--- src/rtl/palette_fade_engine_macros.svh ---
// Assertion macros shared by the palette fade engine RTL.
`ifndef PALETTE_FADE_ENGINE_MACROS_SVH
`define PALETTE_FADE_ENGINE_MACROS_SVH

// Same-cycle implication, sampled on clk_i, off while rst_ni is low.
`define PFE_ASSERT_IMP(lbl, ante, cons, msg) \
  lbl: assert property (@(posedge clk_i) disable iff (!rst_ni) (ante) |-> (cons)) \
    else $error(msg);

// Next-cycle implication, sampled on clk_i, off while rst_ni is low.
`define PFE_ASSERT_NXT(lbl, ante, cons, msg) \
  lbl: assert property (@(posedge clk_i) disable iff (!rst_ni) (ante) |=> (cons)) \
    else $error(msg);

`endif

--- src/rtl/pfe_pkg.sv ---
// Types and constants of the palette fade engine.
`default_nettype none

package pfe_pkg;

  // Fixed-point format and run limits
  localparam int FRAC_BITS = 7;
  localparam int CHAN_W    = 8;
  localparam int ACC_W     = 16;
  localparam int DIV_W     = CHAN_W + FRAC_BITS;   // dividend magnitude bits
  localparam int STEP_W    = 12;                   // divisor / countdown bits
  localparam int MAX_RUN   = 64;
  localparam int IDX_W     = 6;                    // index into a run
  localparam int RUN_W     = 7;                    // run length, 0..MAX_RUN
  localparam int NUM_CHAN  = 3;
  localparam int CFG_IDX_W = 3;
  localparam int CFG_W     = 12;

  typedef enum logic [1:0] {
    CMD_LOAD = 2'd0,
    CMD_ARM  = 2'd1,
    CMD_TICK = 2'd2
  } cmd_e;

  typedef enum logic [CFG_IDX_W-1:0] {
    CFG_FIRST_ENTRY  = 3'd0,
    CFG_ENTRY_COUNT  = 3'd1,
    CFG_STEP_COUNT   = 3'd2,
    CFG_TARGET_RED   = 3'd3,
    CFG_TARGET_GREEN = 3'd4,
    CFG_TARGET_BLUE  = 3'd5
  } cfg_idx_e;

  typedef enum logic [2:0] {
    ST_IDLE,
    ST_READ,
    ST_DATA,
    ST_DIV,
    ST_OUT
  } seq_state_e;

  typedef struct packed {
    logic [CHAN_W-1:0] red;
    logic [CHAN_W-1:0] green;
    logic [CHAN_W-1:0] blue;
    logic [CHAN_W-1:0] tag;
  } pal_entry_t;

  // Per run position: Q8.7 accumulators and signed increments, red first
  typedef struct packed {
    logic [NUM_CHAN-1:0][ACC_W-1:0] accum;
    logic [NUM_CHAN-1:0][ACC_W-1:0] step;
  } fade_word_t;

endpackage

`default_nettype wire

--- src/rtl/pfe_pal_mem.sv ---
// Palette memory: one write and one registered read port, per-entry valid bits.
`default_nettype none
`include "palette_fade_engine_macros.svh"

module pfe_pal_mem import pfe_pkg::*; #(
  parameter int DEPTH = 64,
  parameter int AW    = 6
) (
  input  wire logic          clk_i,
  input  wire logic          rst_ni,
  input  wire logic          wr_en_i,
  input  wire logic [AW-1:0] wr_addr_i,
  input  wire pal_entry_t    wr_data_i,
  input  wire logic          rd_en_i,
  input  wire logic [AW-1:0] rd_addr_i,
  output pal_entry_t         rd_data_o
);

  pal_entry_t             mem [DEPTH];
  pal_entry_t             rd_q;
  logic       [DEPTH-1:0] vld_q;
  logic                   rd_vld_q;

  // Mark written entries; an unwritten entry reads as zero
  always_ff @(posedge clk_i or negedge rst_ni) begin
    if (!rst_ni) begin
      vld_q    <= '0;
      rd_vld_q <= 1'b0;
    end else begin
      if (wr_en_i) begin
        vld_q[wr_addr_i] <= 1'b1;
      end
      if (rd_en_i) begin
        rd_vld_q <= vld_q[rd_addr_i];
      end
    end
  end

  // Storage array
  always_ff @(posedge clk_i) begin
    if (wr_en_i) begin
      mem[wr_addr_i] <= wr_data_i;
    end
    if (rd_en_i) begin
      rd_q <= mem[rd_addr_i];
    end
  end

  assign rd_data_o = rd_vld_q ? rd_q : '0;

  `PFE_ASSERT_IMP(a_pal_no_collide, rd_en_i && wr_en_i, rd_addr_i != wr_addr_i,
                  "palette read and write hit the same entry")

endmodule

`default_nettype wire

--- config.mk ---
export PLATFORM = sky130hd
export DESIGN_NAME = pfe_pal_mem
export DESIGN_NICKNAME = d
export VERILOG_FILES = /design/src/rtl/pfe_pkg.sv /design/src/rtl/pfe_pal_mem.sv
export VERILOG_INCLUDE_DIRS = /design/src /design/src/rtl
export SDC_FILE = /design/constraint.sdc
export NUM_CORES = 2
export LEC_CHECK = 0
export BUFFER_PORTS_ARGS = -buffer_cell sky130_fd_sc_hd__buf_4
export CAP_MARGIN = 30
export CORE_UTILIZATION = 30
export CTS_CLUSTER_DIAMETER = 30
export DETAILED_ROUTE_END_ITERATION = 8
export GPL_TIMING_DRIVEN = 0
export RECOVER_POWER = 25
export SYNTH_ARGS = -nofsm -noshare
export SYNTH_HDL_FRONTEND = slang
export SYNTH_SLANG_ARGS = --single-unit
--- constraint.sdc ---
create_clock -name clk_i -period 3.9 [get_ports clk_i]
set_clock_uncertainty 0.2 [all_clocks]
set_input_delay 0.195 -clock clk_i [delete_from_list [all_inputs] [get_ports clk_i]]
set_output_delay 0.195 -clock clk_i [all_outputs]
set_load 0.01 [all_outputs]
==> impl_results.md <==
- Status: complete, but fails checks
- Failing checks: capacitance limit, slew limit
- Part of the cycle the worst path needs: 92.2%
- Critical path peak fanout: 10
- Max Cap Viol: 22
- Synth Cell Area: 0.0816 sq mm
- Seq cells post-synth: 2145
- Worst-path cell with the longest stage delay: a22oi_1
- Fraction of layout cells with a size suffix above 1: 38.3%
- Setup TNS Final: 0 ns
- GR peak layer: met2
- Routability Congestion: 0.856
- CTS Sinks: 2145
- Antenna-violating nets left: 0
- Switching Share: 21.1%
- Endpoint class of the critical path: register
- RSZ-0062 raised after global routing: false
- Sequential cell area fraction in the yosys report: 78.5%
- Initial antenna violation count: 16
- Tightest Pin Transition: 3.41 ns
- Power Total: 0.0634 W
- Most frequent cells in the layout: 2080 x edfxtp_1, 641 x mux4_2, 421 x clkbuf_16
- Fin. max-slew vios: 1431
- All-Layer GR Usage: 16.6%
- Filler Cell Count: 23.7k
- Grt met2 use: 27.6%
- Layout area overhead: 26.5%
- Switching Power: 0.0134 W
- Worst path cell trace: buf_2 -> clkbuf_1 -> buf_8 -> clkbuf_1 -> mux4_2 -> mux4_2 -> a22oi_1 -> nand2_1
- Routed vias/inst: 5.11
- Final Setup Violations: 0
- Top delay family on crit path: buffers and inverters
- Per-cell routed wire length: 29.0 um
- Data required, critical path: 4.35 ns
- LEAKAGE: 33.1 nW
- Clk buf depth: 4
- Total Wirelength: 229000 um
- Most common cell after layout, fill and taps aside: edfxtp_1
- Buf/Inv on CP: 4
- Syn_nets: 3383
- CTS tree: yes
- Num ports: 80
- Crit Path Class: input port to register
- Pin count of the biggest net entering global routing: 66
- Pwr per Cell Area: 614 mW/mm^2
- Post-Synthesis Cells: 3335
- Met1 Use GR: 21.4%
- Starting density of the core: 30.1%
- Post-CTS Resized: 0
- R2R setup slack: 0.92 ns
- Highest clock rate: 0.278 GHz
- Rel. slew slack: -127%
- Detailed-router iteration count before antenna repair: 6
- Routed vias: 40.3k
- Worst VDD drop: 552 uV
- Initial DRC count: 4781
- Register clock-pin slew on the reported worst setup and hold paths: 0.05 ns
- Clock period minus worst slack: 3.60 ns
- DIE AREA: 0.274 sq mm
- CTS H-Tree Depth: 5
- CP arrival: 4.04 ns
- TritonCTS Buffers: 414
- Grt total ovfl: 0
- Met3 global-route usage: 3.10%
- Port bufs: 71
- Clock Latency Late Sink: 0.97 ns
- Dpl hpwl: 146000 um
- Sequential Power Share: 40.7%
- Final-report hold violation count: 0
- Worst path max stage delay: 0.79 ns
- Gate power share: 4.5%
- Yosys cell types: 32
- Vias in the first global route: 41.4k
- First-pass GRT wire length: 320000 um
- Die X: 524 um
- Postcts setup bufs: 0
- Critical path launch point type: input port
- Hold Slack: 0.151 ns
- Core Util, Final: 38.1%
- Nets@finish: 4016
- Area of the core: 0.271 sq mm
- Residual DRC: 0
- Clk pwr share: 54.8%
- Yosys warns: 0
- Internal power: 0.0500 W
- Number of placement rows: 191
- Worst Hold Class: input port to register
- Avg Inst Size Synth: 24.5 sq um
- Clock Tree Root: clkbuf_16
- Die height: 524 um
==> what timing repair did <==
action | in CTS | in global routing
endpoints found under the setup margin | 0 | 0
hold endpoints to repair | 2302 | 0
hold buffers | 46 | 0
==> stage by stage <==
step | setup WS [ns] | cell area (sq um) | instances
after detailed placement | -0.718 | 89100 | 7073
final | 0.302 | 103000 | 7875
after global placement | -3.76 | 86600 | 6976
after CTS | 0.279 | 103000 | 7865
after global routing | 0.361 | 103000 | 7874
after floorplan | 0.155 | 81600 | 3335
==> logic make-up (layout without fill, tap and decap cells) <==
logic type,count (synthesis),in the layout,share of synthesized area (%)
DFF,2145,2145,78.5
muxes,677,677,18.1
and+or+nand+nor,252,252,1.56
buffers and inverters,178,1141,1.03
AOI/OAI and AO/OA,83,83,0.745
other,0,7,0
==> routing by layer <==
metal	up-vias	wire, um
li1	15800	-
met1	22000	90100
met2	1968	113000
met3	451	16200
met4	0	9120
met5	-	0
==> registers in the layout, indices dropped and copies added, names as in the netlist <==
| signal | cells |
|---|---|
| mem | 2048 |
| rd_q | 32 |
| vld_q | 64 |
| rd_vld_q | 1 |
==> area by class of cell <==
| class | count | area (sq um) | share of cell area, % |
|---|---|---|---|
| antenna | 7 | 17.5 | 0.0170 |
| buffer | 175 | 835 | 0.808 |
| clock buffer | 473 | 10800 | 10.4 |
| clock inverter | 273 | 2960 | 2.86 |
| inverter | 3 | 11.3 | 0.0109 |
| multi-input combinational | 1012 | 17200 | 16.6 |
| sequential | 2145 | 64100 | 62.1 |
| tap | 3570 | 4470 | 4.33 |
| timing repair buffer | 217 | 2980 | 2.88 |
==> worst reg2reg max path, stage by stage (launching register included) <==
cell      delay, ns
edfxtp_1       0.34
mux4_2         0.51
mux4_2         0.54
a22oi_1        0.80
nand2_1        0.28
==> power groups by stage <==
stage	sequential (W)	combinational [W]	clock, W
4_1_cts	0.0258	0.00291	0.0350
2_1_floorplan	0.0262	0.00145	0
3_3_place_gp	0.0262	0.00271	0
3_5_place_dp	0.0262	0.00285	0
6_report	0.0258	0.00287	0.0347
5_1_grt	0.0258	0.00298	0.0361
==> synthesized netlist by cell type <==
cell type / number / area share (%)
a21oi_1: 5 / 0.031
edfxtp_1: 2080 / 77
buf_4: 16 / 0.15
nand3b_1: 2 / 0.018
inv_1: 3 / 0.014
nor2_1: 77 / 0.35
a211oi_1: 11 / 0.10
a22oi_1: 52 / 0.48
o22ai_1: 4 / 0.031
clkbuf_1: 79 / 0.36
buf_6: 4 / 0.055
mux4_2: 641 / 18
or3b_2: 1 / 0.011
nor3_1: 2 / 0.012
mux2i_1: 33 / 0.40
nand2_1: 41 / 0.19
a211o_1: 3 / 0.032
a311oi_1: 2 / 0.021
nand4b_1: 1 / 0.011
a31oi_1: 5 / 0.038
mux2_2: 3 / 0.041
nand2b_1: 5 / 0.038
nor2b_1: 12 / 0.092
buf_2: 68 / 0.42
buf_1: 8 / 0.037
nand4_1: 1 / 0.0077
or3_1: 1 / 0.0077
and2_1: 34 / 0.26
nand3_1: 10 / 0.061
or2_2: 65 / 0.50
a41o_1: 1 / 0.012
dfrtp_1: 65 / 2.0
==> worst paths after layout <==
kind,end,depth (start not counted),from
worst min-delay path,mem[49][21],5,wr_addr_i[5]
worst min register to register,vld_q[13],1,vld_q[13]
min in group asynchronous,vld_q[26],4,rst_ni
worst max register to register,rd_q[17],4,mem[47][17]
worst max-delay path,rd_q[17],8,rd_addr_i[2]
max in group asynchronous,vld_q[60],4,rst_ni
Power figures use the tool's default switching activity.
