$ cat src/rtl/palette_fade_engine_macros.svh
// Assertion macros shared by the palette fade engine RTL.
`ifndef PALETTE_FADE_ENGINE_MACROS_SVH
`define PALETTE_FADE_ENGINE_MACROS_SVH

// Same-cycle implication, sampled on clk_i, off while rst_ni is low.
`define PFE_ASSERT_IMP(lbl, ante, cons, msg) \
  lbl: assert property (@(posedge clk_i) disable iff (!rst_ni) (ante) |-> (cons)) \
    else $error(msg);

// Next-cycle implication, sampled on clk_i, off while rst_ni is low.
`define PFE_ASSERT_NXT(lbl, ante, cons, msg) \
  lbl: assert property (@(posedge clk_i) disable iff (!rst_ni) (ante) |=> (cons)) \
    else $error(msg);

`endif

$ cat src/rtl/pfe_pkg.sv
// Types and constants of the palette fade engine.
`default_nettype none

package pfe_pkg;

  // Fixed-point format and run limits
  localparam int FRAC_BITS = 7;
  localparam int CHAN_W    = 8;
  localparam int ACC_W     = 16;
  localparam int DIV_W     = CHAN_W + FRAC_BITS;   // dividend magnitude bits
  localparam int STEP_W    = 12;                   // divisor / countdown bits
  localparam int MAX_RUN   = 64;
  localparam int IDX_W     = 6;                    // index into a run
  localparam int RUN_W     = 7;                    // run length, 0..MAX_RUN
  localparam int NUM_CHAN  = 3;
  localparam int CFG_IDX_W = 3;
  localparam int CFG_W     = 12;

  typedef enum logic [1:0] {
    CMD_LOAD = 2'd0,
    CMD_ARM  = 2'd1,
    CMD_TICK = 2'd2
  } cmd_e;

  typedef enum logic [CFG_IDX_W-1:0] {
    CFG_FIRST_ENTRY  = 3'd0,
    CFG_ENTRY_COUNT  = 3'd1,
    CFG_STEP_COUNT   = 3'd2,
    CFG_TARGET_RED   = 3'd3,
    CFG_TARGET_GREEN = 3'd4,
    CFG_TARGET_BLUE  = 3'd5
  } cfg_idx_e;

  typedef enum logic [2:0] {
    ST_IDLE,
    ST_READ,
    ST_DATA,
    ST_DIV,
    ST_OUT
  } seq_state_e;

  typedef struct packed {
    logic [CHAN_W-1:0] red;
    logic [CHAN_W-1:0] green;
    logic [CHAN_W-1:0] blue;
    logic [CHAN_W-1:0] tag;
  } pal_entry_t;

  // Per run position: Q8.7 accumulators and signed increments, red first
  typedef struct packed {
    logic [NUM_CHAN-1:0][ACC_W-1:0] accum;
    logic [NUM_CHAN-1:0][ACC_W-1:0] step;
  } fade_word_t;

endpackage

`default_nettype wire

$ cat src/rtl/pfe_div.sv
// Three-lane restoring divider for the fade increments, one quotient bit per cycle.
`default_nettype none
`include "palette_fade_engine_macros.svh"

module pfe_div import pfe_pkg::*; (
  input  wire logic                               clk_i,
  input  wire logic                               rst_ni,
  input  wire logic                               start_i,
  input  wire logic [STEP_W-1:0]                  divisor_i,
  input  wire logic [NUM_CHAN-1:0][DIV_W-1:0]     dividend_i,
  input  wire logic [NUM_CHAN-1:0]                neg_i,
  output logic                                    done_o,
  output logic [NUM_CHAN-1:0][ACC_W-1:0]          quot_o
);

  localparam logic [3:0] LAST_CNT = 4'(DIV_W - 1);

  logic                             busy_q, fin_q;
  logic [3:0]                       cnt_q;
  logic [STEP_W-1:0]                dvs_q;
  logic [NUM_CHAN-1:0]              neg_q;
  logic [NUM_CHAN-1:0][STEP_W-1:0]  rem_q, rem_d;
  logic [NUM_CHAN-1:0][DIV_W-1:0]   quo_q, quo_d;

  // One restoring step per lane
  always_comb begin
    logic [STEP_W:0] shifted;
    logic [STEP_W:0] diff;
    logic            ge;
    for (int l = 0; l < NUM_CHAN; l++) begin
      shifted  = {rem_q[l], quo_q[l][DIV_W-1]};
      diff     = shifted - {1'b0, dvs_q};
      ge       = (shifted >= {1'b0, dvs_q});
      rem_d[l] = ge ? diff[STEP_W-1:0] : shifted[STEP_W-1:0];
      quo_d[l] = {quo_q[l][DIV_W-2:0], ge};
    end
  end

  // Sequence the iterations
  always_ff @(posedge clk_i or negedge rst_ni) begin
    if (!rst_ni) begin
      busy_q <= 1'b0;
      fin_q  <= 1'b0;
      cnt_q  <= '0;
    end else begin
      fin_q <= busy_q && (cnt_q == LAST_CNT);
      if (start_i) begin
        busy_q <= 1'b1;
        cnt_q  <= '0;
      end else if (busy_q) begin
        if (cnt_q == LAST_CNT) begin
          busy_q <= 1'b0;
        end else begin
          cnt_q <= cnt_q + 4'd1;
        end
      end
    end
  end

  // Operand and partial-result registers
  always_ff @(posedge clk_i) begin
    if (start_i) begin
      dvs_q <= divisor_i;
      neg_q <= neg_i;
      rem_q <= '0;
      quo_q <= dividend_i;
    end else if (busy_q) begin
      rem_q <= rem_d;
      quo_q <= quo_d;
    end
  end

  // Apply the sign: truncation toward zero
  always_comb begin
    logic [ACC_W-1:0] mag;
    for (int l = 0; l < NUM_CHAN; l++) begin
      mag       = {{(ACC_W-DIV_W){1'b0}}, quo_q[l]};
      quot_o[l] = neg_q[l] ? (~mag + {{(ACC_W-1){1'b0}}, 1'b1}) : mag;
    end
  end

  assign done_o = fin_q;

  `PFE_ASSERT_IMP(a_div_no_restart, start_i, !busy_q && !fin_q, "divider restarted while busy")
  `PFE_ASSERT_NXT(a_div_finish, busy_q && (cnt_q == LAST_CNT), fin_q && !busy_q,
                  "divider did not finish after its last step")

endmodule

`default_nettype wire

$ cat config.mk
export PLATFORM = sky130hd
export DESIGN_NAME = pfe_div
export DESIGN_NICKNAME = d
export VERILOG_FILES = /design/src/rtl/pfe_pkg.sv /design/src/rtl/pfe_div.sv
export VERILOG_INCLUDE_DIRS = /design/src /design/src/rtl
export SDC_FILE = /design/constraint.sdc
export NUM_CORES = 1
export LEC_CHECK = 0
export BUFFER_PORTS_ARGS = -buffer_cell sky130_fd_sc_hd__clkbuf_2
export CAP_MARGIN = 20
export CORE_MARGIN = 1
export CORE_UTILIZATION = 40
export CTS_BUF_LIST = sky130_fd_sc_hd__clkbuf_4
export DETAILED_ROUTE_END_ITERATION = 8
export PLACE_DENSITY = 0.71
export RECOVER_POWER = 100
export SLEW_MARGIN = 30
export SYNTH_ARGS = -nofsm -noshare
export SYNTH_HDL_FRONTEND = slang
export SYNTH_SLANG_ARGS = --single-unit
$ cat constraint.sdc
create_clock -name clk_i -period 3.5 [get_ports clk_i]
set_input_delay 0.35 -clock clk_i [delete_from_list [all_inputs] [get_ports clk_i]]
set_output_delay 0.35 -clock clk_i [all_outputs]
set_load 0.01 [all_outputs]
==> impl_summary.txt, run 1 <==
----------------------------------------------------
[Outcome]
  Result of the run ... complete, but fails checks
  Failing checks ... max-capacitance violations, max-slew violations

[Power]
  Leak ... 0.00304 uW
  Sequential group share of total power ... 37.5%
  Reported net switching power ... 1990 uW
  Max rail drop VDD ... 0.301 mV
  P per Cell Area ... 645 nW/um^2
  Int Pwr ... 2890 uW
  Switching share of power ... 40.8%
  Clock network fraction of design power ... 11.5%
  Gate power share ... 51.0%

[Timing]
  Number of endpoints failing setup at the final stage ... 0
  Final Hold Violating Endpoints ... 0
  Final critical-path required period ... 3.08 ns
  Headroom to the max-slew limit ... -69.9%
  Slew at the pin closest to its max-slew limit ... 2.55 ns
  Slew Limit Fails ... 49
  Period utilization ... 87.9%
  Clock skew ... 0.0303 ns
  Fmax ... 325 MHz
  Unrepaired setup endpoints after global routing ... false
  Setup TNS after final layout ... 0 ns

[Floorplan]
  Die width ... 131 um
  Starting density of the core ... 41.5%
  Num ports ... 112
  Row cnt ... 46
  Height of the chip ... 131 um
  Placeable Area ... 16100 sq um
  Die Area ... 17200 sq um

[Routing]
  Detailed-route vias per instance ... 5.44
  Via count ... 5405
  Count of TritonRoute iterations in the first routing pass ... 5
  Remaining number of nets flagged by the antenna check after routing ... 0
  Post-detailed-route wirelength per cell ... 15.5 um
  Overall routed net length ... 15500 um
  Initial DRC Count ... 274
  Drc violations ... 0

[Critical path]
  Crit-path cells ... inv_1 -> ha_1 -> a211o_1 -> a21oi_4 -> o31a_2 -> a21oi_1 -> a2111oi_4 -> buf_4 -> mux2i_1 -> a211oi_1
  Crit path launch type ... flip-flop
  Worst-path maximum fanout ... 12
  Worst stage delay on the critical path ... 0.59 ns
  Setup Crit Path Kind ... flip-flop to flip-flop
  Reg2Reg Launch Point ... dvs_q[6]
  Register-to-register setup slack ... 0.42 ns
  Critical path required time ... 3.77 ns
  Arr. time, crit path ... 3.35 ns
  Endpoint type of the worst setup path ... flip-flop
  Library cell contributing the largest single delay on the critical path ... sky130_fd_sc_hd__a2111oi_4
  Number of cell instances on the worst register-to-register path ... 10
  Terminus of the critical flop-to-flop path ... rem_q[28]

[Placed design]
  Final Wtd Congestion ... 0.895
  Post-Place Cell Area ... 7450 sq um
  Port bufs ... 111
  Placed wire-length estimate ... 11300 um

[Worst hold path]
  Hold path start ... divisor_i[7]
  Min-Delay Endpoint ... dvs_q[7]
  Hold Crit Depth ... 1
  Type of the tightest min-delay check ... input pin to flip-flop

[Finish]
  Post-route cell area ... 7560 sq um
  Count of filler cells inserted in the layout ... 1562
  Synthesis-to-finish area growth ... 13.0%
  Share of final-layout standard cells stronger than drive strength 1 ... 16.8%
  Inserted Diodes ... 0
  Number of nets in the layout ... 880

[Logic synthesis]
  Most used standard cells in the synthesized netlist ... sky130_fd_sc_hd__edfxtp_1 (60), sky130_fd_sc_hd__xnor2_1 (56), sky130_fd_sc_hd__nand2_1 (52)
  Synth warn ... 0
  Number of nets produced by synthesis ... 771
  EDFF count, synth ... 60
  Gate count of the mapped netlist ... 664
  Portion of the post-synthesis area used by sequential elements ... 40.0%
  Count of cell types in the netlist ... 67
  Synthesized area per cell ... 10.1 sq um
  Most frequently used cell type in the post-synthesis netlist ... sky130_fd_sc_hd__edfxtp_1
  Total of flip-flops plus latches after synthesis ... 102
  Leading cell types by total area after synthesis ... sky130_fd_sc_hd__edfxtp_1 (27%), sky130_fd_sc_hd__dfxtp_1 (11%), sky130_fd_sc_hd__ha_1 (7.7%)
  Area of the mapped netlist ... 6690 sq um
  Prevailing post-synth register cell ... sky130_fd_sc_hd__edfxtp_1
  Fraction of synthesis flops using an asynchronous set or reset pin ... 5.88%
  Top cell type's share of synthesized area ... 26.9%
  Library cell with the largest summed area after synthesis ... sky130_fd_sc_hd__edfxtp_1

[GRT]
  Global-route wire length before repair ... 25300 um
  Number of antenna violations at the first check in global routing ... 0
  Gr usage total ... 18.1%
  Overflow left after global routing ... 0
  Largest net degree at the start of global routing ... 49
  Via count of the first global-routing pass ... 5154

[Clock network]
  Clock transition at the registers of the reported paths ... 0.17 ns
  Total of cells resized after clock tree synthesis ... 0
  Number of sinks handled by clock tree synthesis ... 102
  H-tree depth ... 3
  Clk buf depth ... 2
  Buffer cell driving the clock tree root ... sky130_fd_sc_hd__clkbuf_4
  Number of buffers inserted during clock tree synthesis ... 9
  TritonCTS clock tree ... built
  Worst-skew pair later-pin latency ... 0.49 ns

[Run]
  Maxcap violations ... 1

----------------------------------------------------
worst max path at each step:
stage                         from   endpoint  slack (ns)
after floorplan           dvs_q[6]  rem_q[24]        0.85
after global placement    dvs_q[6]  rem_q[28]        0.63
after detailed placement  dvs_q[6]  rem_q[28]        0.56
after CTS                 dvs_q[6]  rem_q[28]        0.54
after global routing      dvs_q[1]   rem_q[5]        0.26
final                     dvs_q[6]  rem_q[28]        0.42
worst max-delay path, delay by kind of cell, from the launching register on:
kind            cells  cell delay, ns
compound gates      6            1.47
buf+inv             2            0.49
mux                 1            0.20
flops               1            0.39
fa+ha+maj           1            0.33
cell usage in the layout (no fill, tap or decap), drive strengths merged, types with 18 or more instances in the layout:
| cell type | n |
|---|---|
| a21oi | 20 |
| clkbuf | 123 |
| dfxtp | 36 |
| edfxtp | 60 |
| ha | 41 |
| inv | 30 |
| mux2 | 38 |
| mux2i | 18 |
| nand2 | 52 |
| nand3 | 18 |
| nor2 | 43 |
| o21ai | 40 |
| xnor2 | 56 |
layer usage:
metal | wire length, um | track usage, % | vias to the layer above
li1 | - | - | 2693
met1 | 7600 | 25.2 | 2553
met2 | 6810 | 28.5 | 142
met3 | 815 | 3.59 | 17
met4 | 233 | 5.23 | 0
met5 | 0 | 0 | -
per-stage QoR:
step	utilization [%]	hold slack (ns)	power, uW	cells	worst slack, ns
after global routing	46.9	0.00210	5260	994	0.258
after CTS	47.1	0.000163	4910	990	0.545
after global placement	46.3	0.185	4320	972	0.633
after floorplan	-	0.0544	3760	664	0.853
final	46.9	0.0400	4870	994	0.424
after detailed placement	46.3	0.185	4340	972	0.560
kinds of logic (layout without fill, tap and decap cells):
logic type | Yosys count | count (layout) | share of synthesized area [%]
compound gates | 154 | 154 | 16.5
xor+xnor | 67 | 67 | 8.77
fa+ha+maj | 44 | 44 | 8.57
buf+inv | 57 | 171 | 3.57
flops | 102 | 102 | 40.0
mux | 56 | 56 | 9.09
simple gates | 184 | 184 | 13.5
registers in the layout (all words and copies together), names as in the netlist:
register and count:
busy_q 1, cnt_q 4, done_o 1, dvs_q 12, neg_q 3, quo_d 42
quo_q 3, rem_q 36
power by group through the flow:
stage               combinational (uW)  sequential (uW)  clock [uW]
global placement                  2470             1850           0
global route                      2760             1870         630
CTS                               2510             1820         579
finish                            2490             1830         560
detailed placement                2490             1850           0
floorplan                         2000             1760           0
cell type report:
cell class | instances | area [sq um] | share of cell area (%)
clock buffer | 12 | 90.1 | 1.19
sequential | 102 | 2670 | 35.4
tap | 216 | 270 | 3.57
inverter | 31 | 118 | 1.56
clock inverter | 4 | 27.5 | 0.364
multi-input combinational | 505 | 3780 | 50.0
timing repair buffer | 124 | 602 | 7.96
timing repair:
item / in CTS / in global routing
hold buffers: 2 / 4
hold endpoints to repair: 7 / 4
buffers inserted: 0 / 0
Note: power is estimated with default switching activity, not from simulation.
==> inputs of run 2 (changes only) <==
Settings changed: ABC_AREA set to 1, PLACE_DENSITY 0.71 to 0.7.
Clock period 3.5 ns to 3.3 ns, I/O delays scaled along.
==> impl_summary.txt, run 2 <==
----------------------------------------------------
[Critical path]
  Endpoint type of the worst setup path ... primary output (was flip-flop)
  Critical Path Start ... quo_d[31] (was dvs_q[6])
  Delay-heaviest family, CP ... simple AND/OR/NAND/NOR gates (was compound AO/OA/AOI/OAI gates)
  Worst stage delay on the critical path ... 0.50 ns (was 0.59 ns)
  Reg2Reg Launch Point ... dvs_q[1] (was dvs_q[6])
  Library cell contributing the largest single delay on the critical path ... sky130_fd_sc_hd__edfxtp_1 (was sky130_fd_sc_hd__a2111oi_4)
  Setup Crit Path Kind ... flip-flop to primary output (was flip-flop to flip-flop)
  Crit path buffers/inverters ... 3 (was 2)
  Worst-path maximum fanout ... 3 (was 12)
  Crit-path cells ... inv_1 -> ha_1 -> inv_1 -> nor4_1 -> nand2_1 -> xor2_1 -> nand2_1 -> o21ai_0 -> clkbuf_1 (was inv_1 -> ha_1 -> a211o_1 -> a21oi_4 -> o31a_2 -> a21oi_1 -> a2111oi_4 -> buf_4 -> mux2i_1 -> a211oi_1)
  Crit path launch type ... flip-flop (unchanged)
  Critical path required time ... 2.97 ns (was 3.77 ns)
  Arr. time, crit path ... 2.46 ns (was 3.35 ns)

[Power]
  P per Cell Area ... 612 nW/um^2 (was 645 nW/um^2)
  Leak ... 0.00432 uW (was 0.00304 uW)
  Max rail drop VDD ... 0.226 mV (was 0.301 mV)

[Timing]
  Number of endpoints failing setup at the final stage ... 0 (unchanged)
  Unrepaired setup endpoints after global routing ... false (unchanged)
  Slew at the pin closest to its max-slew limit ... 1.31 ns (was 2.55 ns)
  Worst Slack Setup Final ... 0.514 ns (was 0.424 ns)
  Final Hold Violating Endpoints ... 0 (unchanged)
  Slew Limit Fails ... 0 (was 49)
  Clock skew ... 0.0390 ns (was 0.0303 ns)
  Final critical-path required period ... 2.79 ns
  Fmax ... 359 MHz
  Setup TNS after final layout ... 0 ns (unchanged)
  Period utilization ... 84.4%
  Headroom to the max-slew limit ... 12.9% (was -69.9%)

[Logic synthesis]
  Portion of the post-synthesis area used by sequential elements ... 35.0% (was 40.0%)
  Total of flip-flops plus latches after synthesis ... 102 (unchanged)
  Fraction of synthesis flops using an asynchronous set or reset pin ... 5.88% (unchanged)
  Most used standard cells in the synthesized netlist ... sky130_fd_sc_hd__nand2_1 (344), sky130_fd_sc_hd__inv_1 (178), sky130_fd_sc_hd__nand3_1 (85) (was sky130_fd_sc_hd__edfxtp_1 (60), sky130_fd_sc_hd__xnor2_1 (56), sky130_fd_sc_hd__nand2_1 (52))
  Most frequently used cell type in the post-synthesis netlist ... sky130_fd_sc_hd__nand2_1 (was sky130_fd_sc_hd__edfxtp_1)
  Synth warn ... 0 (unchanged)
  Leading cell types by total area after synthesis ... sky130_fd_sc_hd__edfxtp_1 (24%), sky130_fd_sc_hd__nand2_1 (17%), sky130_fd_sc_hd__dfxtp_1 (9.4%) (was sky130_fd_sc_hd__edfxtp_1 (27%), sky130_fd_sc_hd__dfxtp_1 (11%), sky130_fd_sc_hd__ha_1 (7.7%))
  Top cell type's share of synthesized area ... 23.6% (was 26.9%)
  EDFF count, synth ... 60 (unchanged)
  Synthesized area per cell ... 7.00 sq um (was 10.1 sq um)
  Prevailing post-synth register cell ... sky130_fd_sc_hd__edfxtp_1 (unchanged)
  Gate count of the mapped netlist ... 1092 (was 664)
  Count of cell types in the netlist ... 41 (was 67)
  Library cell with the largest summed area after synthesis ... sky130_fd_sc_hd__edfxtp_1 (unchanged)
  Number of nets produced by synthesis ... 1199 (was 771)
  Area of the mapped netlist ... 7640 sq um (was 6690 sq um)

[Routing]
  Post-detailed-route wirelength per cell ... 13.8 um (was 15.5 um)
  Initial DRC Count ... 425 (was 274)
  Drc violations ... 0 (unchanged)
  Remaining number of nets flagged by the antenna check after routing ... 0 (unchanged)
  Overall routed net length ... 19900 um (was 15500 um)
  Via count ... 7281 (was 5405)
  Count of TritonRoute iterations in the first routing pass ... 5 (unchanged)
  Detailed-route vias per instance ... 5.05 (was 5.44)

[Outcome]
  Result of the run ... finished, final reports clean (was complete, but fails checks)

[Run]
  Maxcap violations ... 0 (was 1)

[Finish]
  Utilization of the core after routing ... 45.8% (was 46.9%)
  Share of final-layout standard cells stronger than drive strength 1 ... 8.60% (was 16.8%)
  Flip-flop count of the largest register after layout ... 42 (unchanged)
  Most frequent cells in the layout ... sky130_fd_sc_hd__nand2_1 (344), sky130_fd_sc_hd__inv_1 (178), sky130_fd_sc_hd__nand3_1 (89), sky130_fd_sc_hd__nor2_1 (74), sky130_fd_sc_hd__o21ai_0 (65) (was sky130_fd_sc_hd__edfxtp_1 (60), sky130_fd_sc_hd__clkbuf_2 (58), sky130_fd_sc_hd__xnor2_1 (56), sky130_fd_sc_hd__clkbuf_1 (53), sky130_fd_sc_hd__nand2_1 (52))
  Sequential Area ... 2670 sq um (unchanged)
  Number of nets in the layout ... 1311 (was 880)
  Commonest non-fill, non-tap cell in the layout ... sky130_fd_sc_hd__nand2_1 (was sky130_fd_sc_hd__edfxtp_1)
  Synthesis-to-finish area growth ... 11.9% (was 13.0%)
  Count of filler cells inserted in the layout ... 1923 (was 1562)
  Multi-input combinational cell area ... 4090 sq um (was 3780 sq um)
  Number of standard cells in the layout, taps in and fillers out ... 1443 (was 994)
  Inserted Diodes ... 0 (unchanged)

[Floorplan]
  Num ports ... 112 (unchanged)
  Row cnt ... 50 (was 46)
  Die Area ... 19700 sq um (was 17200 sq um)
  Die width ... 140 um (was 131 um)
  Height of the chip ... 140 um (was 131 um)
  Starting density of the core ... 40.9% (was 41.5%)
  Placeable Area ... 18700 sq um (was 16100 sq um)

[Clock network]
  H-tree depth ... 3 (unchanged)
  Hold buffers post-CTS ... 14 (was 2)
  Clk buf depth ... 2 (unchanged)
  Buffer cell driving the clock tree root ... sky130_fd_sc_hd__clkbuf_4 (unchanged)
  Number of buffers inserted during clock tree synthesis ... 9 (unchanged)
  Clock transition at the registers of the reported paths ... 0.19 ns (was 0.17 ns)
  TritonCTS clock tree ... built (unchanged)
  Setup Fix Bufs, Post-CTS ... 0 (unchanged)
  Worst-skew pair later-pin latency ... 0.51 ns (was 0.49 ns)
  Total of cells resized after clock tree synthesis ... 0 (unchanged)
  Number of sinks handled by clock tree synthesis ... 102 (unchanged)

[GRT]
  Overflow left after global routing ... 0 (unchanged)
  Via count of the first global-routing pass ... 6736 (was 5154)
  Gr usage total ... 20.6% (was 18.1%)
  Global-route wire length before repair ... 32600 um (was 25300 um)
  Largest net degree at the start of global routing ... 84 (was 49)
  Number of antenna violations at the first check in global routing ... 0 (unchanged)

[Worst hold path]
  Hold path start ... divisor_i[6] (was divisor_i[7])
  Type of the tightest min-delay check ... input pin to flip-flop (unchanged)

[Placed design]
  Final Wtd Congestion ... 0.912 (was 0.895)
  Placed wire-length estimate ... 15200 um (was 11300 um)
  Placed Instances ... 1413 (was 972)
  Port bufs ... 111 (unchanged)
  Dpl ws ... 0.924 ns (was 0.560 ns)

----------------------------------------------------
[run 2: cell types whose count changed after synthesis, sizes merged, moves of 16 or more]
cell	before	now
nand2	52	348
inv	31	180
nand3	18	95
xnor2	56	10
nand4	4	49
mux2	38	0
nor2	43	77
o21ai	40	66
xor2	11	36
mux2i	18	0
o31ai	16	0
[run 2: final timing paths]
| check | endpoint | slack, ns | cells after the start |
|---|---|---|---|
| hold reg to reg | rem_q[5] | 0.49 | 2 |
| hold / removal | dvs_q[6] | 0.07 | 1 |
| setup reg to reg | quo_d[1] | 0.51 | 10 |
| setup / recovery | quot_o[46] | 0.51 | 9 |
| max in group asynchronous | cnt_q[3] | 2.82 | 2 |
| min in group asynchronous | done_o | 0.21 | 2 |
[run 2: cell type report]
class / count / share of cell area (%)
inverter: 180 / 7.89
clock inverter: 7 / 0.906
sequential: 102 / 31.2
timing repair buffer: 132 / 7.97
multi-input combinational: 779 / 47.8
clock buffer: 9 / 0.789
tap: 234 / 3.42
[run 2: cells by family (layout without fill, tap and decap cells)]
logic type                 after synthesis  in the layout  synth area share (%)
DFF                                    102            102                  35.0
adders and majority gates               44             44                  7.50
AOI/OAI and AO/OA                       99             99                  7.05
and+or+nand+nor                        590            590                  34.2
buffers and inverters                  211            328                  11.0
xor gates and xnor gates                46             46                  5.27
[run 2: stage by stage]
step           power, uW  instance area [sq um]  hold slack, ns
4_1_cts             5300                   8670          0.0163
2_1_floorplan       3910                   7640          0.0344
3_5_place_dp        4580                   8390           0.167
6_report            5240                   8560          0.0672
3_3_place_gp        4580                   8390           0.167
5_1_grt             5700                   8560          0.0417
[run 2: metal layers]
layer / vias to the layer above / GRT usage (%) / wire (um) / part of all wire, %
met2: 218 / 33.4 / 8830 / 44
li1: 3746 / - / - / -
met1: 3293 / 27.9 / 9550 / 48
met5: - / 0 / 0 / 0
met3: 24 / 3.59 / 1120 / 5.6
met4: 0 / 6.25 / 390 / 2.0
[run 2: power by group]
part	leakage, uW	internal (uW)	switching [uW]
clock network	0.0000742	178	504
registers	0.00102	1600	222
logic	0.00323	996	1740
total	0.00432	2780	2460
[run 2: worst register-to-register path: cells and delay by family (launching register included)]
kind	cells	cell delay, ns
buffers and inverters	1	0.13
DFF	1	0.51
and+or+nand+nor	8	1.57
adders and majority gates	1	0.35
==> inputs of run 3 (changes only) <==
Clock period 3.3 ns to 2.85 ns, I/O delays scaled along.
==> impl_summary.txt, run 3 (synthesis gave the netlist of run 2 again) <==
----------------------------------------------------
[Timing]
  Period utilization ... 90.9%
  Setup TNS after final layout ... 0 ns (unchanged)
  Fmax ... 386 MHz
  Final Hold Violating Endpoints ... 0 (unchanged)
  Worst Slack Setup Final ... 0.259 ns (was 0.514 ns)
  Slew Limit Fails ... 44 (was 0)
  Number of endpoints failing setup at the final stage ... 0 (unchanged)
  Headroom to the max-slew limit ... -25.6% (was 12.9%)
  Unrepaired setup endpoints after global routing ... false (unchanged)
  Final critical-path required period ... 2.59 ns
  Slew at the pin closest to its max-slew limit ... 1.88 ns (was 1.31 ns)
  Clock skew ... 0.0227 ns (was 0.0390 ns)

[Power]
  Leak ... 0.00437 uW (was 0.00432 uW)
  Max rail drop VDD ... 0.270 mV (was 0.226 mV)
  P per Cell Area ... 703 nW/um^2 (was 612 nW/um^2)
  Overall power after layout ... 6050 uW (was 5240 uW)

[Outcome]
  Result of the run ... complete, but fails checks (was finished, final reports clean)
  Failing checks ... max-capacitance violations, max-slew violations

[Clock network]
  Number of buffers inserted during clock tree synthesis ... 9 (unchanged)
  Clk buf depth ... 2 (unchanged)
  Worst-skew pair later-pin latency ... 0.49 ns (was 0.51 ns)
  Setup Fix Bufs, Post-CTS ... 0 (unchanged)
  TritonCTS clock tree ... built (unchanged)
  Buffer cell driving the clock tree root ... sky130_fd_sc_hd__clkbuf_4 (unchanged)
  Number of sinks handled by clock tree synthesis ... 102 (unchanged)
  Clock transition at the registers of the reported paths ... 0.18 ns (was 0.19 ns)
  H-tree depth ... 3 (unchanged)

[Critical path]
  Crit path launch type ... flip-flop (unchanged)
  Library cell contributing the largest single delay on the critical path ... sky130_fd_sc_hd__edfxtp_1 (unchanged)
  Setup Crit Path Kind ... flip-flop to primary output (unchanged)
  Endpoint type of the worst setup path ... primary output (unchanged)
  Crit-path cells ... inv_1 -> ha_1 -> inv_1 -> nor4_2 -> nand4_1 -> nand2_1 -> xor2_1 -> clkbuf_1 (was inv_1 -> ha_1 -> inv_1 -> nor4_1 -> nand2_1 -> xor2_1 -> nand2_1 -> o21ai_0 -> clkbuf_1)
  Worst-path maximum fanout ... 3 (unchanged)
  Arr. time, crit path ... 2.31 ns (was 2.46 ns)
  Critical path required time ... 2.57 ns (was 2.97 ns)
  Worst stage delay on the critical path ... 0.51 ns (was 0.50 ns)
  Most used cell along the critical path ... sky130_fd_sc_hd__inv_1

[GRT]
  Via count of the first global-routing pass ... 6871 (was 6736)
  Overflow left after global routing ... 0 (unchanged)
  Gr usage total ... 21.0% (was 20.6%)
  Largest net degree at the start of global routing ... 49 (was 84)
  Global-route wire length before repair ... 33100 um (was 32600 um)
  Number of antenna violations at the first check in global routing ... 0 (unchanged)

[Floorplan]
  Row cnt ... 50 (unchanged)
  Die Area ... 19700 sq um (unchanged)
  Starting density of the core ... 40.9% (unchanged)
  Num ports ... 112 (unchanged)
  Height of the chip ... 140 um (unchanged)
  Die width ... 140 um (unchanged)
  Placeable Area ... 18700 sq um (unchanged)

[Routing]
  Drc violations ... 0 (unchanged)
  Detailed-route vias per instance ... 5.10 (was 5.05)
  Via count ... 7382 (was 7281)
  Post-detailed-route wirelength per cell ... 13.9 um (was 13.8 um)
  Overall routed net length ... 20100 um (was 19900 um)
  Count of TritonRoute iterations in the first routing pass ... 6 (was 5)
  Initial DRC Count ... 516 (was 425)
  Remaining number of nets flagged by the antenna check after routing ... 0 (unchanged)

[Finish]
  Most frequent cells in the layout ... sky130_fd_sc_hd__nand2_1 (345), sky130_fd_sc_hd__inv_1 (177), sky130_fd_sc_hd__nand3_1 (90), sky130_fd_sc_hd__nor2_1 (73), sky130_fd_sc_hd__clkbuf_2 (66) (was sky130_fd_sc_hd__nand2_1 (344), sky130_fd_sc_hd__inv_1 (178), sky130_fd_sc_hd__nand3_1 (89), sky130_fd_sc_hd__nor2_1 (74), sky130_fd_sc_hd__o21ai_0 (65))
  Inserted Diodes ... 0 (unchanged)
  Commonest non-fill, non-tap cell in the layout ... sky130_fd_sc_hd__nand2_1 (unchanged)
  Number of nets in the layout ... 1316 (was 1311)
  Flip-flop count of the largest register after layout ... 42 (unchanged)
  Synthesis-to-finish area growth ... 12.7% (was 11.9%)
  Share of final-layout standard cells stronger than drive strength 1 ... 9.39% (was 8.60%)
  Number of standard cells in the layout, taps in and fillers out ... 1448 (was 1443)

[Placed design]
  Placed Instances ... 1416 (was 1413)
  Dpl ws ... 0.425 ns (was 0.924 ns)
  Placed wire-length estimate ... 15000 um (was 15200 um)
  Port bufs ... 111 (unchanged)
  Final Wtd Congestion ... 0.964 (was 0.912)

[Run]
  Maxcap violations ... 1 (was 0)

[Worst hold path]
  Type of the tightest min-delay check ... input pin to flip-flop (unchanged)

----------------------------------------------------
-- run 3: cell types whose count changed in the layout (fill, tap and decap cells not counted), sizes merged --
cell | before | now
bufinv | 0 | 1
clkinvlp | 1 | 0
clkbuf | 121 | 124
dlygate4sd3 | 14 | 16
clkinv | 4 | 1
buf | 6 | 7
inv | 182 | 184
-- run 3: worst paths after layout --
kind                       slack, ns            from  depth (start not counted)         end
setup / recovery                0.26       quo_d[31]                          8  quot_o[42]
hold / removal                  0.05  dividend_i[12]                          3   quo_d[13]
setup reg to reg                0.28        dvs_q[6]                         11    rem_q[6]
hold reg to reg                 0.49        rem_q[8]                          2    rem_q[8]
max in group asynchronous       2.42          rst_ni                          2      busy_q
min in group asynchronous       0.19          rst_ni                          2    cnt_q[2]
-- run 3: worst max-delay path: cells and delay by family, from the launching register on --
family | cells | cell delay, ns
buffers and inverters | 3 | 0.37
DFF | 1 | 0.51
adders and majority gates | 1 | 0.18
xor gates and xnor gates | 1 | 0.21
and+or+nand+nor | 3 | 0.57
-- run 3: layer usage --
metal  GRT usage (%)  up-vias  wire length [um]
li1                -     3750                 -
met5               0        -                 0
met3            3.97       40              1130
met2            34.5      254              9030
met1            27.7     3338              9380
met4            7.23        0               527
-- run 3: layout make-up --
class	count	area [sq um]
well taps	234	293
clock buffers	10	75.1
repair buffers	137	723
flip-flops and latches	102	2670
multi-input cells	779	4110
inverters	180	676
fillers	1915	10100
clock inverters	6	68.8
-- run 3: what timing repair did --
action                                  in CTS  in global routing
endpoints found under the setup margin       0                  5
hold buffers                                16                  0
gates resized for setup                      0                  3
hold endpoints to repair                    21                  0
-- run 3: metrics by stage --
stage | utilization, % | hold slack (ns) | area (sq um)
final | 46.1 | 0.0531 | 8610
after global routing | 46.1 | 0.0132 | 8610
after CTS | 46.6 | 0.0164 | 8710
after detailed placement | 45.0 | 0.124 | 8410
after global placement | 45.0 | 0.121 | 8410
after floorplan | - | -0.0106 | 7640
-- run 3: power breakdown --
part	total (uW)	internal, uW	leakage [uW]	switching, uW
logic	3100	1140	0.00327	1960
registers	2120	1860	0.00102	259
clock network	836	289	0.0000840	546
